`src/rtl/assert_macros.svh`:
```
// Assertion helpers used by the top-level decoder.
`ifndef ASSERT_MACROS_SVH
`define ASSERT_MACROS_SVH

// Same-cycle implication, disabled while reset is high.
`define ASSERT_IMPL(label, clk, rst, ante, cons) \
   label: assert property (@(posedge clk) disable iff (rst) (ante) |-> (cons)) \
      else $error("assertion failed");

// Next-cycle implication, disabled while reset is high.
`define ASSERT_NEXT(label, clk, rst, ante, cons) \
   label: assert property (@(posedge clk) disable iff (rst) (ante) |=> (cons)) \
      else $error("assertion failed");

`endif

```
`src/rtl/mted_pkg.sv`:
```
`default_nettype none

package mted_pkg;

   localparam int unsigned BYTE_W  = 8;
   localparam int unsigned CP_W    = 21;
   localparam int unsigned CNT_W   = 12;
   localparam int unsigned MODE_W  = 2;
   localparam int unsigned STAT_W  = 2;
   localparam int unsigned LEFT_W  = 2;

   localparam logic [MODE_W-1:0] MODE_ASCII = 2'd0;
   localparam logic [MODE_W-1:0] MODE_UTF8  = 2'd1;
   localparam logic [MODE_W-1:0] MODE_GB    = 2'd2;

   localparam logic [STAT_W-1:0] STAT_CHAR    = 2'd0;
   localparam logic [STAT_W-1:0] STAT_END     = 2'd1;
   localparam logic [STAT_W-1:0] STAT_INVALID = 2'd2;

   localparam logic CSR_MODE      = 1'b0;
   localparam logic CSR_MAX_CHARS = 1'b1;

   localparam logic [MODE_W-1:0] MODE_RESET      = MODE_UTF8;
   localparam logic [CNT_W-1:0]  MAX_CHARS_RESET = 12'd4095;

   localparam logic [BYTE_W-1:0] GB_LOW  = 8'hA1;
   localparam logic [BYTE_W-1:0] GB_HIGH = 8'hFE;

   // Per-string decoder state.
   typedef struct packed {
      logic [LEFT_W-1:0] bytes_left;
      logic [CP_W-1:0]   partial_value;
      logic              dropping;
      logic [CNT_W-1:0]  char_count;
   } dec_state_type;

   // Configuration seen by the decode step.
   typedef struct packed {
      logic [MODE_W-1:0] encoding_mode;
      logic [CNT_W-1:0]  max_chars;
   } cfg_type;

   // One step's result.
   typedef struct packed {
      logic              emit;
      logic [CP_W-1:0]   code_point;
      logic [STAT_W-1:0] status;
   } result_type;

endpackage

`default_nettype wire

```
`src/rtl/mted_cfg.sv`:
```
`default_nettype none

module mted_cfg
   import mted_pkg::*;
(
   input  wire logic             clock,
   input  wire logic             reset,
   input  wire logic             csr_valid,
   output logic                  csr_ready,
   input  wire logic             csr_index,
   input  wire logic [CNT_W-1:0] csr_wdata,
   output cfg_type               cfg
);

   logic [MODE_W-1:0] mode_ff;
   logic [CNT_W-1:0]  max_chars_ff;

   assign csr_ready = 1'b1;

   always_ff @(posedge clock) begin
      if (reset) begin
         mode_ff      <= MODE_RESET;
         max_chars_ff <= MAX_CHARS_RESET;
      end else if (csr_valid) begin
         case (csr_index)
            CSR_MODE:      mode_ff      <= csr_wdata[MODE_W-1:0];
            CSR_MAX_CHARS: max_chars_ff <= csr_wdata;
            default: ;
         endcase
      end
   end

   assign cfg.encoding_mode = mode_ff;
   assign cfg.max_chars     = max_chars_ff;

endmodule

`default_nettype wire

```
`src/rtl/mted_step.sv`:
```
`default_nettype none

module mted_step
   import mted_pkg::*;
(
   input  wire cfg_type           cfg,
   input  wire dec_state_type     cur,
   input  wire logic [BYTE_W-1:0] data_byte,
   output dec_state_type          nxt,
   output result_type             res
);

   logic              gb;
   logic              cont_ok;
   logic              gb_range;
   logic [CP_W-1:0]   acc;
   logic [CNT_W-1:0]  count_inc;

   assign gb       = (cfg.encoding_mode == MODE_GB);
   assign gb_range = (data_byte >= GB_LOW) && (data_byte <= GB_HIGH);
   assign count_inc = (cur.char_count == '1) ? cur.char_count : cur.char_count + 1'b1;

   always_comb begin
      if (gb) begin
         cont_ok = gb_range;
         acc     = {cur.partial_value[CP_W-BYTE_W-1:0], data_byte};
      end else begin
         cont_ok = (data_byte[7:6] == 2'b10);
         acc     = {cur.partial_value[CP_W-7:0], data_byte[5:0]};
      end
   end

   always_comb begin
      nxt            = cur;
      res.emit       = 1'b0;
      res.code_point = '0;
      res.status     = STAT_CHAR;
      if (data_byte == '0) begin
         // terminator: closes the string either way
         res.emit   = 1'b1;
         res.status = ((cur.bytes_left != '0) && !cur.dropping) ? STAT_INVALID : STAT_END;
         nxt        = '0;
      end else if (cur.dropping) begin
         nxt = cur;
      end else if (cur.bytes_left != '0) begin
         if (!cont_ok) begin
            res.emit          = 1'b1;
            res.status        = STAT_INVALID;
            nxt.bytes_left    = '0;
            nxt.partial_value = '0;
            nxt.dropping      = 1'b1;
         end else if (cur.bytes_left == LEFT_W'(1)) begin
            res.emit          = 1'b1;
            res.code_point    = acc;
            nxt.bytes_left    = '0;
            nxt.partial_value = '0;
            nxt.char_count    = count_inc;
         end else begin
            nxt.bytes_left    = cur.bytes_left - 1'b1;
            nxt.partial_value = acc;
         end
      end else if (cur.char_count >= cfg.max_chars) begin
         nxt = cur;
      end else if (!data_byte[7]) begin
         res.emit       = 1'b1;
         res.code_point = CP_W'(data_byte);
         nxt.char_count = count_inc;
      end else if (cfg.encoding_mode == MODE_UTF8) begin
         if (data_byte[7:5] == 3'b110) begin
            nxt.bytes_left    = LEFT_W'(1);
            nxt.partial_value = CP_W'(data_byte[4:0]);
         end else if (data_byte[7:4] == 4'b1110) begin
            nxt.bytes_left    = LEFT_W'(2);
            nxt.partial_value = CP_W'(data_byte[3:0]);
         end else if (data_byte[7:3] == 5'b11110) begin
            nxt.bytes_left    = LEFT_W'(3);
            nxt.partial_value = CP_W'(data_byte[2:0]);
         end else begin
            res.emit     = 1'b1;
            res.status   = STAT_INVALID;
            nxt.dropping = 1'b1;
         end
      end else if (gb && gb_range) begin
         nxt.bytes_left    = LEFT_W'(1);
         nxt.partial_value = CP_W'(data_byte);
      end else begin
         // bad gb2312 lead, or high byte in ascii mode
         res.emit     = 1'b1;
         res.status   = STAT_INVALID;
         nxt.dropping = 1'b1;
      end
   end

endmodule

`default_nettype wire

```
`src/rtl/multi_encoding_text_decoder.sv`:
```
// Channel  Direction  Ports                                   Handshake
// req      in         req_data_byte[7:0]                      req_valid / req_ready
// rsp      out        rsp_code_point[20:0], rsp_status[1:0]   rsp_valid / rsp_ready
// csr      in         csr_index, csr_wdata[11:0]              csr_valid / csr_ready
//
// One byte per cycle sustained while rsp is not stalled. A byte is held in the input
// register, is decoded against the string state and lands in the result register:
// rsp_valid rises as the result register is loaded. Bytes that give no result only
// update the state.
// Synchronous reset sets utf-8 mode, a limit of 4095 and clears all string state.
// A stalled rsp holds the input register; req_ready drops only while both are full.
`default_nettype none
`include "assert_macros.svh"

module multi_encoding_text_decoder
   import mted_pkg::*;
(
   input  wire logic              clock,
   input  wire logic              reset,
   input  wire logic              req_valid,
   output logic                   req_ready,
   input  wire logic [BYTE_W-1:0] req_data_byte,
   output logic                   rsp_valid,
   input  wire logic              rsp_ready,
   output logic [CP_W-1:0]        rsp_code_point,
   output logic [STAT_W-1:0]      rsp_status,
   input  wire logic              csr_valid,
   output logic                   csr_ready,
   input  wire logic              csr_index,
   input  wire logic [CNT_W-1:0]  csr_wdata
);

   cfg_type           cfg;
   dec_state_type     state_ff;
   dec_state_type     state_in;
   result_type        res;

   logic              in_valid_ff;
   logic [BYTE_W-1:0] in_byte_ff;
   logic              rsp_valid_ff;
   logic [CP_W-1:0]   rsp_cp_ff;
   logic [STAT_W-1:0] rsp_stat_ff;
   logic              advance;

   mted_cfg u_cfg (
      .clock     (clock),
      .reset     (reset),
      .csr_valid (csr_valid),
      .csr_ready (csr_ready),
      .csr_index (csr_index),
      .csr_wdata (csr_wdata),
      .cfg       (cfg)
   );

   mted_step u_step (
      .cfg       (cfg),
      .cur       (state_ff),
      .data_byte (in_byte_ff),
      .nxt       (state_in),
      .res       (res)
   );

   // byte in the input register moves on when the result slot is free or being taken
   assign advance   = in_valid_ff && (!rsp_valid_ff || rsp_ready);
   assign req_ready = !in_valid_ff || advance;

   always_ff @(posedge clock) begin
      if (reset) begin
         in_valid_ff  <= 1'b0;
         rsp_valid_ff <= 1'b0;
         state_ff     <= '0;
      end else begin
         if (req_ready) begin
            in_valid_ff <= req_valid;
         end
         if (advance) begin
            state_ff <= state_in;
         end
         if (advance && res.emit) begin
            rsp_valid_ff <= 1'b1;
         end else if (rsp_ready) begin
            rsp_valid_ff <= 1'b0;
         end
      end
   end

   always_ff @(posedge clock) begin
      if (req_ready && req_valid) begin
         in_byte_ff <= req_data_byte;
      end
      if (advance && res.emit) begin
         rsp_cp_ff   <= res.code_point;
         rsp_stat_ff <= res.status;
      end
   end

   assign rsp_valid      = rsp_valid_ff;
   assign rsp_code_point = rsp_cp_ff;
   assign rsp_status     = rsp_stat_ff;

   `ASSERT_IMPL(a_drop_no_seq, clock, reset, state_ff.dropping, state_ff.bytes_left == '0)
   `ASSERT_IMPL(a_noncp_zero, clock, reset, rsp_valid_ff && (rsp_stat_ff != STAT_CHAR), rsp_cp_ff == '0)
   `ASSERT_NEXT(a_term_clears, clock, reset, advance && (in_byte_ff == '0), state_ff == '0)
   `ASSERT_NEXT(a_in_hold, clock, reset, in_valid_ff && !advance, in_valid_ff && $stable(in_byte_ff))

endmodule

`default_nettype wire
```
`config.mk`:
```
export PLATFORM = sky130hd
export DESIGN_NAME = multi_encoding_text_decoder
export DESIGN_NICKNAME = d
export VERILOG_FILES = /design/src/rtl/mted_pkg.sv /design/src/rtl/mted_cfg.sv /design/src/rtl/mted_step.sv /design/src/rtl/multi_encoding_text_decoder.sv
export VERILOG_INCLUDE_DIRS = /design/src /design/src/rtl
export SDC_FILE = /design/constraint.sdc
export NUM_CORES = 1
export LEC_CHECK = 0
export BUFFER_PORTS_ARGS = -buffer_cell sky130_fd_sc_hd__buf_4
export CAP_MARGIN = 10
export CORE_MARGIN = 8
export CORE_UTILIZATION = 45
export CTS_CLUSTER_SIZE = 12
export DETAILED_ROUTE_END_ITERATION = 6
export GPL_ROUTABILITY_DRIVEN = 0
export PLACE_DENSITY_LB_ADDON = 0.08
export RECOVER_POWER = 25
export SLEW_MARGIN = 20
export SYNTH_ARGS = -nofsm -noshare
export SYNTH_HDL_FRONTEND = slang
export SYNTH_SLANG_ARGS = --single-unit
```
`constraint.sdc`:
```
create_clock -name clock -period 3.08 [get_ports clock]
set_clock_uncertainty 0.05 [all_clocks]
set_input_delay 0.616 -clock clock [delete_from_list [all_inputs] [get_ports clock]]
set_output_delay 0.616 -clock clock [all_outputs]
set_load 0.05 [all_outputs]
```
==> results_dict.tcl <==
set metrics [dict create \
    outcome "complete, but fails checks" \
    violations "capacitance limit, slew limit" \
    p_leak_nw 1.95 \
    rr_worst_depth 8 \
    grt_usage 0.169 \
    ys_warn_count 0 \
    fin_setup_tns_ps 0 \
    mappedNetlistArea_um2 4150 \
    post-place-cells 590 \
    rsz0062_at_grt "false" \
    area_growth_pct 16.9 \
    ys_seq_area_frac 0.446 \
    hold_viol 0 \
    top_usage_layer "met2" \
    clk_pin_slew_ps 90 \
    syn_inst 442 \
    multi_input_area_um2 2130 \
    start_kind "flip-flop" \
    overflow 0 \
    io_buffers 50 \
    drcViolationCount 0 \
    r2r-end "state_ff[21]" \
    p_total_mw 2.26 \
    ys_ff_latch 77 \
    numCtsBuffers 9 \
    yosysUniqueCellTypes 66 \
    cts_root_buffer "clkbuf_8" \
    crit_chain "inv_1 > ha_1 > nand2b_1 > a2111oi_0 > or4b_1 > a41oi_4 > or4_1 > o21ai_1" \
    met1_usage 0.206 \
    clock.fmax_mhz 357 \
    peakVddDrop_uv 222 \
    hp-class "input pin to flip-flop" \
    clock_latency_ps 360 \
    final_core_util 0.532 \
    grt_max_degree 40 \
    hold_slack_ps 405 \
    drt_iter0_drc 111 \
    start_util 0.456 \
    synth_top_area_cell "edfxtp_1" \
    wl_per_cell_um 16.7 \
    rows 35 \
    stdcell_area_um2 4850 \
    cap_viol_max_count 1 \
    die_y_um 112 \
    grt_pass1_wl_um 17300 \
    timing.rr.start "state_ff[0]" \
    fin_crit_sh 0.909 \
    cts-resized-gates 0 \
    dp_slack_ps 301 \
    antenna_left 0 \
    fin_cells 606 \
    regArea_um2 1850 \
    avgSynthCellArea_um2 9.39 \
    drive_gt1_frac 0.174 \
    antenna_found_initial 0 \
    met3_usage 0.0370 \
    maxSlewHeadroom -0.145 \
    nNetsFinal 531 \
    vias 3499 \
    boundaryPins 52 \
    synth-async-reset-ratio 0 \
    slew_viol_final 40 \
    cp.arrival_ps 3030 \
    drt_wl_total_um 10100 \
    tritoncts "built" \
    hpwlAfterDp_um 7380 \
    slowest_stage "or4_1" \
    dr.pass1.iters 4 \
    setup_ws_ps 280 \
    diodes 0 \
    synth_top_cells_by_area "edfxtp_1 (22%), dfxtp_1 (22%), ha_1 (4.5%)" \
    hold_depth 1 \
    die_area_um2 12600 \
    nFillCells 872 \
    htree_num_levels 3 \
    cp_max_fo 19 \
    worstSetupPathType "flip-flop to flip-flop" \
    cts.sink_count 77 \
    vias_per_cell 5.77 \
    worstMarginPinSlew_ps 1720 \
    setup-violations-final 0 \
    holdBufCountCts 0 \
    coreArea_um2 9110 \
    placedInstanceArea_um2 4640 \
    post-route-min-period_ps 2800 \
    power_density_nw_per_um2 467 \
    synth_top_area_share 0.224 \
    reg2reg_slack_ps 280 \
    synth_edf_count 31 \
    worst_setup_path_end_kind "flip-flop" \
    die_x_um 112 \
    grt_pass1_vias 3486 \
    post_cts.repair.setup_buffers 0 \
    synth_fp_nets 483 \
    grtUsageMet2 0.286 \
    max_stage_delay_ps 570 \
    min_to "in_byte_ff[2]" \
    crit_required_ps 3310 \
    cts_buffer_depth 2 \
    ys.flop_type "dfxtp_1" \
    hold_start "req_data_byte[2]" \
]
[how the worst max path moves through the flow]
| stage | start | endpoint | cells after the start | slack [ps] |
|---|---|---|---|---|
| after detailed placement | state_ff[0] | state_ff[21] | 8 | 300 |
| final | state_ff[0] | state_ff[21] | 8 | 280 |
| after CTS | state_ff[0] | state_ff[21] | 8 | 280 |
| after global routing | state_ff[0] | state_ff[17] | 8 | 30 |
| after global placement | state_ff[0] | state_ff[17] | 8 | 380 |
| after floorplan | in_byte_ff[6] | rsp_code_point[0] | 6 | 250 |
[power by group]
part           switching, mW  total (mW)  internal [mW]
combinational          0.192       0.301          0.110
clock                  0.403       0.831          0.428
sequential            0.0289        1.13           1.10
[flip-flops by register name (all words and copies together), names as in the netlist]
name / flops
rsp_status: 2
u_cfg.mode_ff: 2
state_ff: 30
rsp_valid: 1
in_valid_ff: 1
in_byte_ff: 8
u_cfg.max_chars_ff: 12
rsp_code_point: 21
[area by class of cell]
cell class,instances,area share
inverter,19,0.0147
multi-input combinational,324,0.439
clock inverter,6,0.0139
tap,111,0.0286
timing repair buffer,59,0.0916
sequential,77,0.382
clock buffer,10,0.0307
[critical path: cells and delay by family, from the launching register on]
kind,cells,cell delay (ps)
AO/OA/AOI/OAI,3,810
flip-flops,1,410
AND/OR/NAND/NOR,3,1100
adder cells (fa/ha/maj),1,260
buffers and inverters,1,80
[layout by cell type, fill, tap and decap left out, types with 4 or more instances in the layout]
| master | instances |
|---|---|
| and3_1 | 17 |
| o21ai_1 | 14 |
| inv_1 | 18 |
| o21ai_0 | 11 |
| buf_4 | 47 |
| nand2_1 | 35 |
| o211ai_1 | 6 |
| o22ai_1 | 4 |
| o31a_1 | 4 |
| a21oi_1 | 14 |
| clkbuf_4 | 8 |
| mux2i_1 | 9 |
| o31ai_1 | 6 |
| or3_1 | 5 |
| nor3_1 | 12 |
| and2_1 | 8 |
| nand3_1 | 21 |
| a211oi_1 | 4 |
| ha_1 | 15 |
| clkbuf_8 | 9 |
| nor4_1 | 5 |
| nor2b_1 | 8 |
| dfxtp_1 | 46 |
| or4_1 | 11 |
| nor2_1 | 29 |
| a211o_1 | 13 |
| edfxtp_1 | 31 |
| nand4_1 | 5 |
| nand2b_1 | 20 |
[cells by family (layout without fill, tap and decap cells)]
logic type,Yosys count,count (layout),share of synthesized area
AOI/OAI and AO/OA,105,105,0.189
adders and majority gates,15,15,0.0452
buffers and inverters,41,94,0.0419
DFF,77,77,0.446
muxes,9,9,0.0217
other,1,1,0.000904
and+or+nand+nor,194,194,0.255
[synth_stat cells (3+ instances only)]
cell and n:
nand2b_1 20, a211oi_1 4, inv_1 18, or3_1 5
dfxtp_1 46, o211ai_1 6, nand3_1 21, buf_2 4
nor2_1 30, a21o_1 3, a21oi_1 14, nor2b_1 8
ha_1 15, o21ai_1 14, a211o_1 13, nand4_1 5
o21ai_0 11, or4_1 11, nor3_1 12, clkbuf_1 15
o22ai_1 4, and3_1 17, or2_2 3, o31a_1 4
nand2_1 35, o31ai_1 6, and2_1 9, edfxtp_1 31
nor4_1 5, mux2i_1 9
[metal layers]
metal,part of all wire,vias up
met1,0.45,1672
met3,0.036,9
li1,-,1754
met5,0,-
met4,0.014,0
met2,0.50,64
No activity file was read; power rests on OpenSTA's default activity.
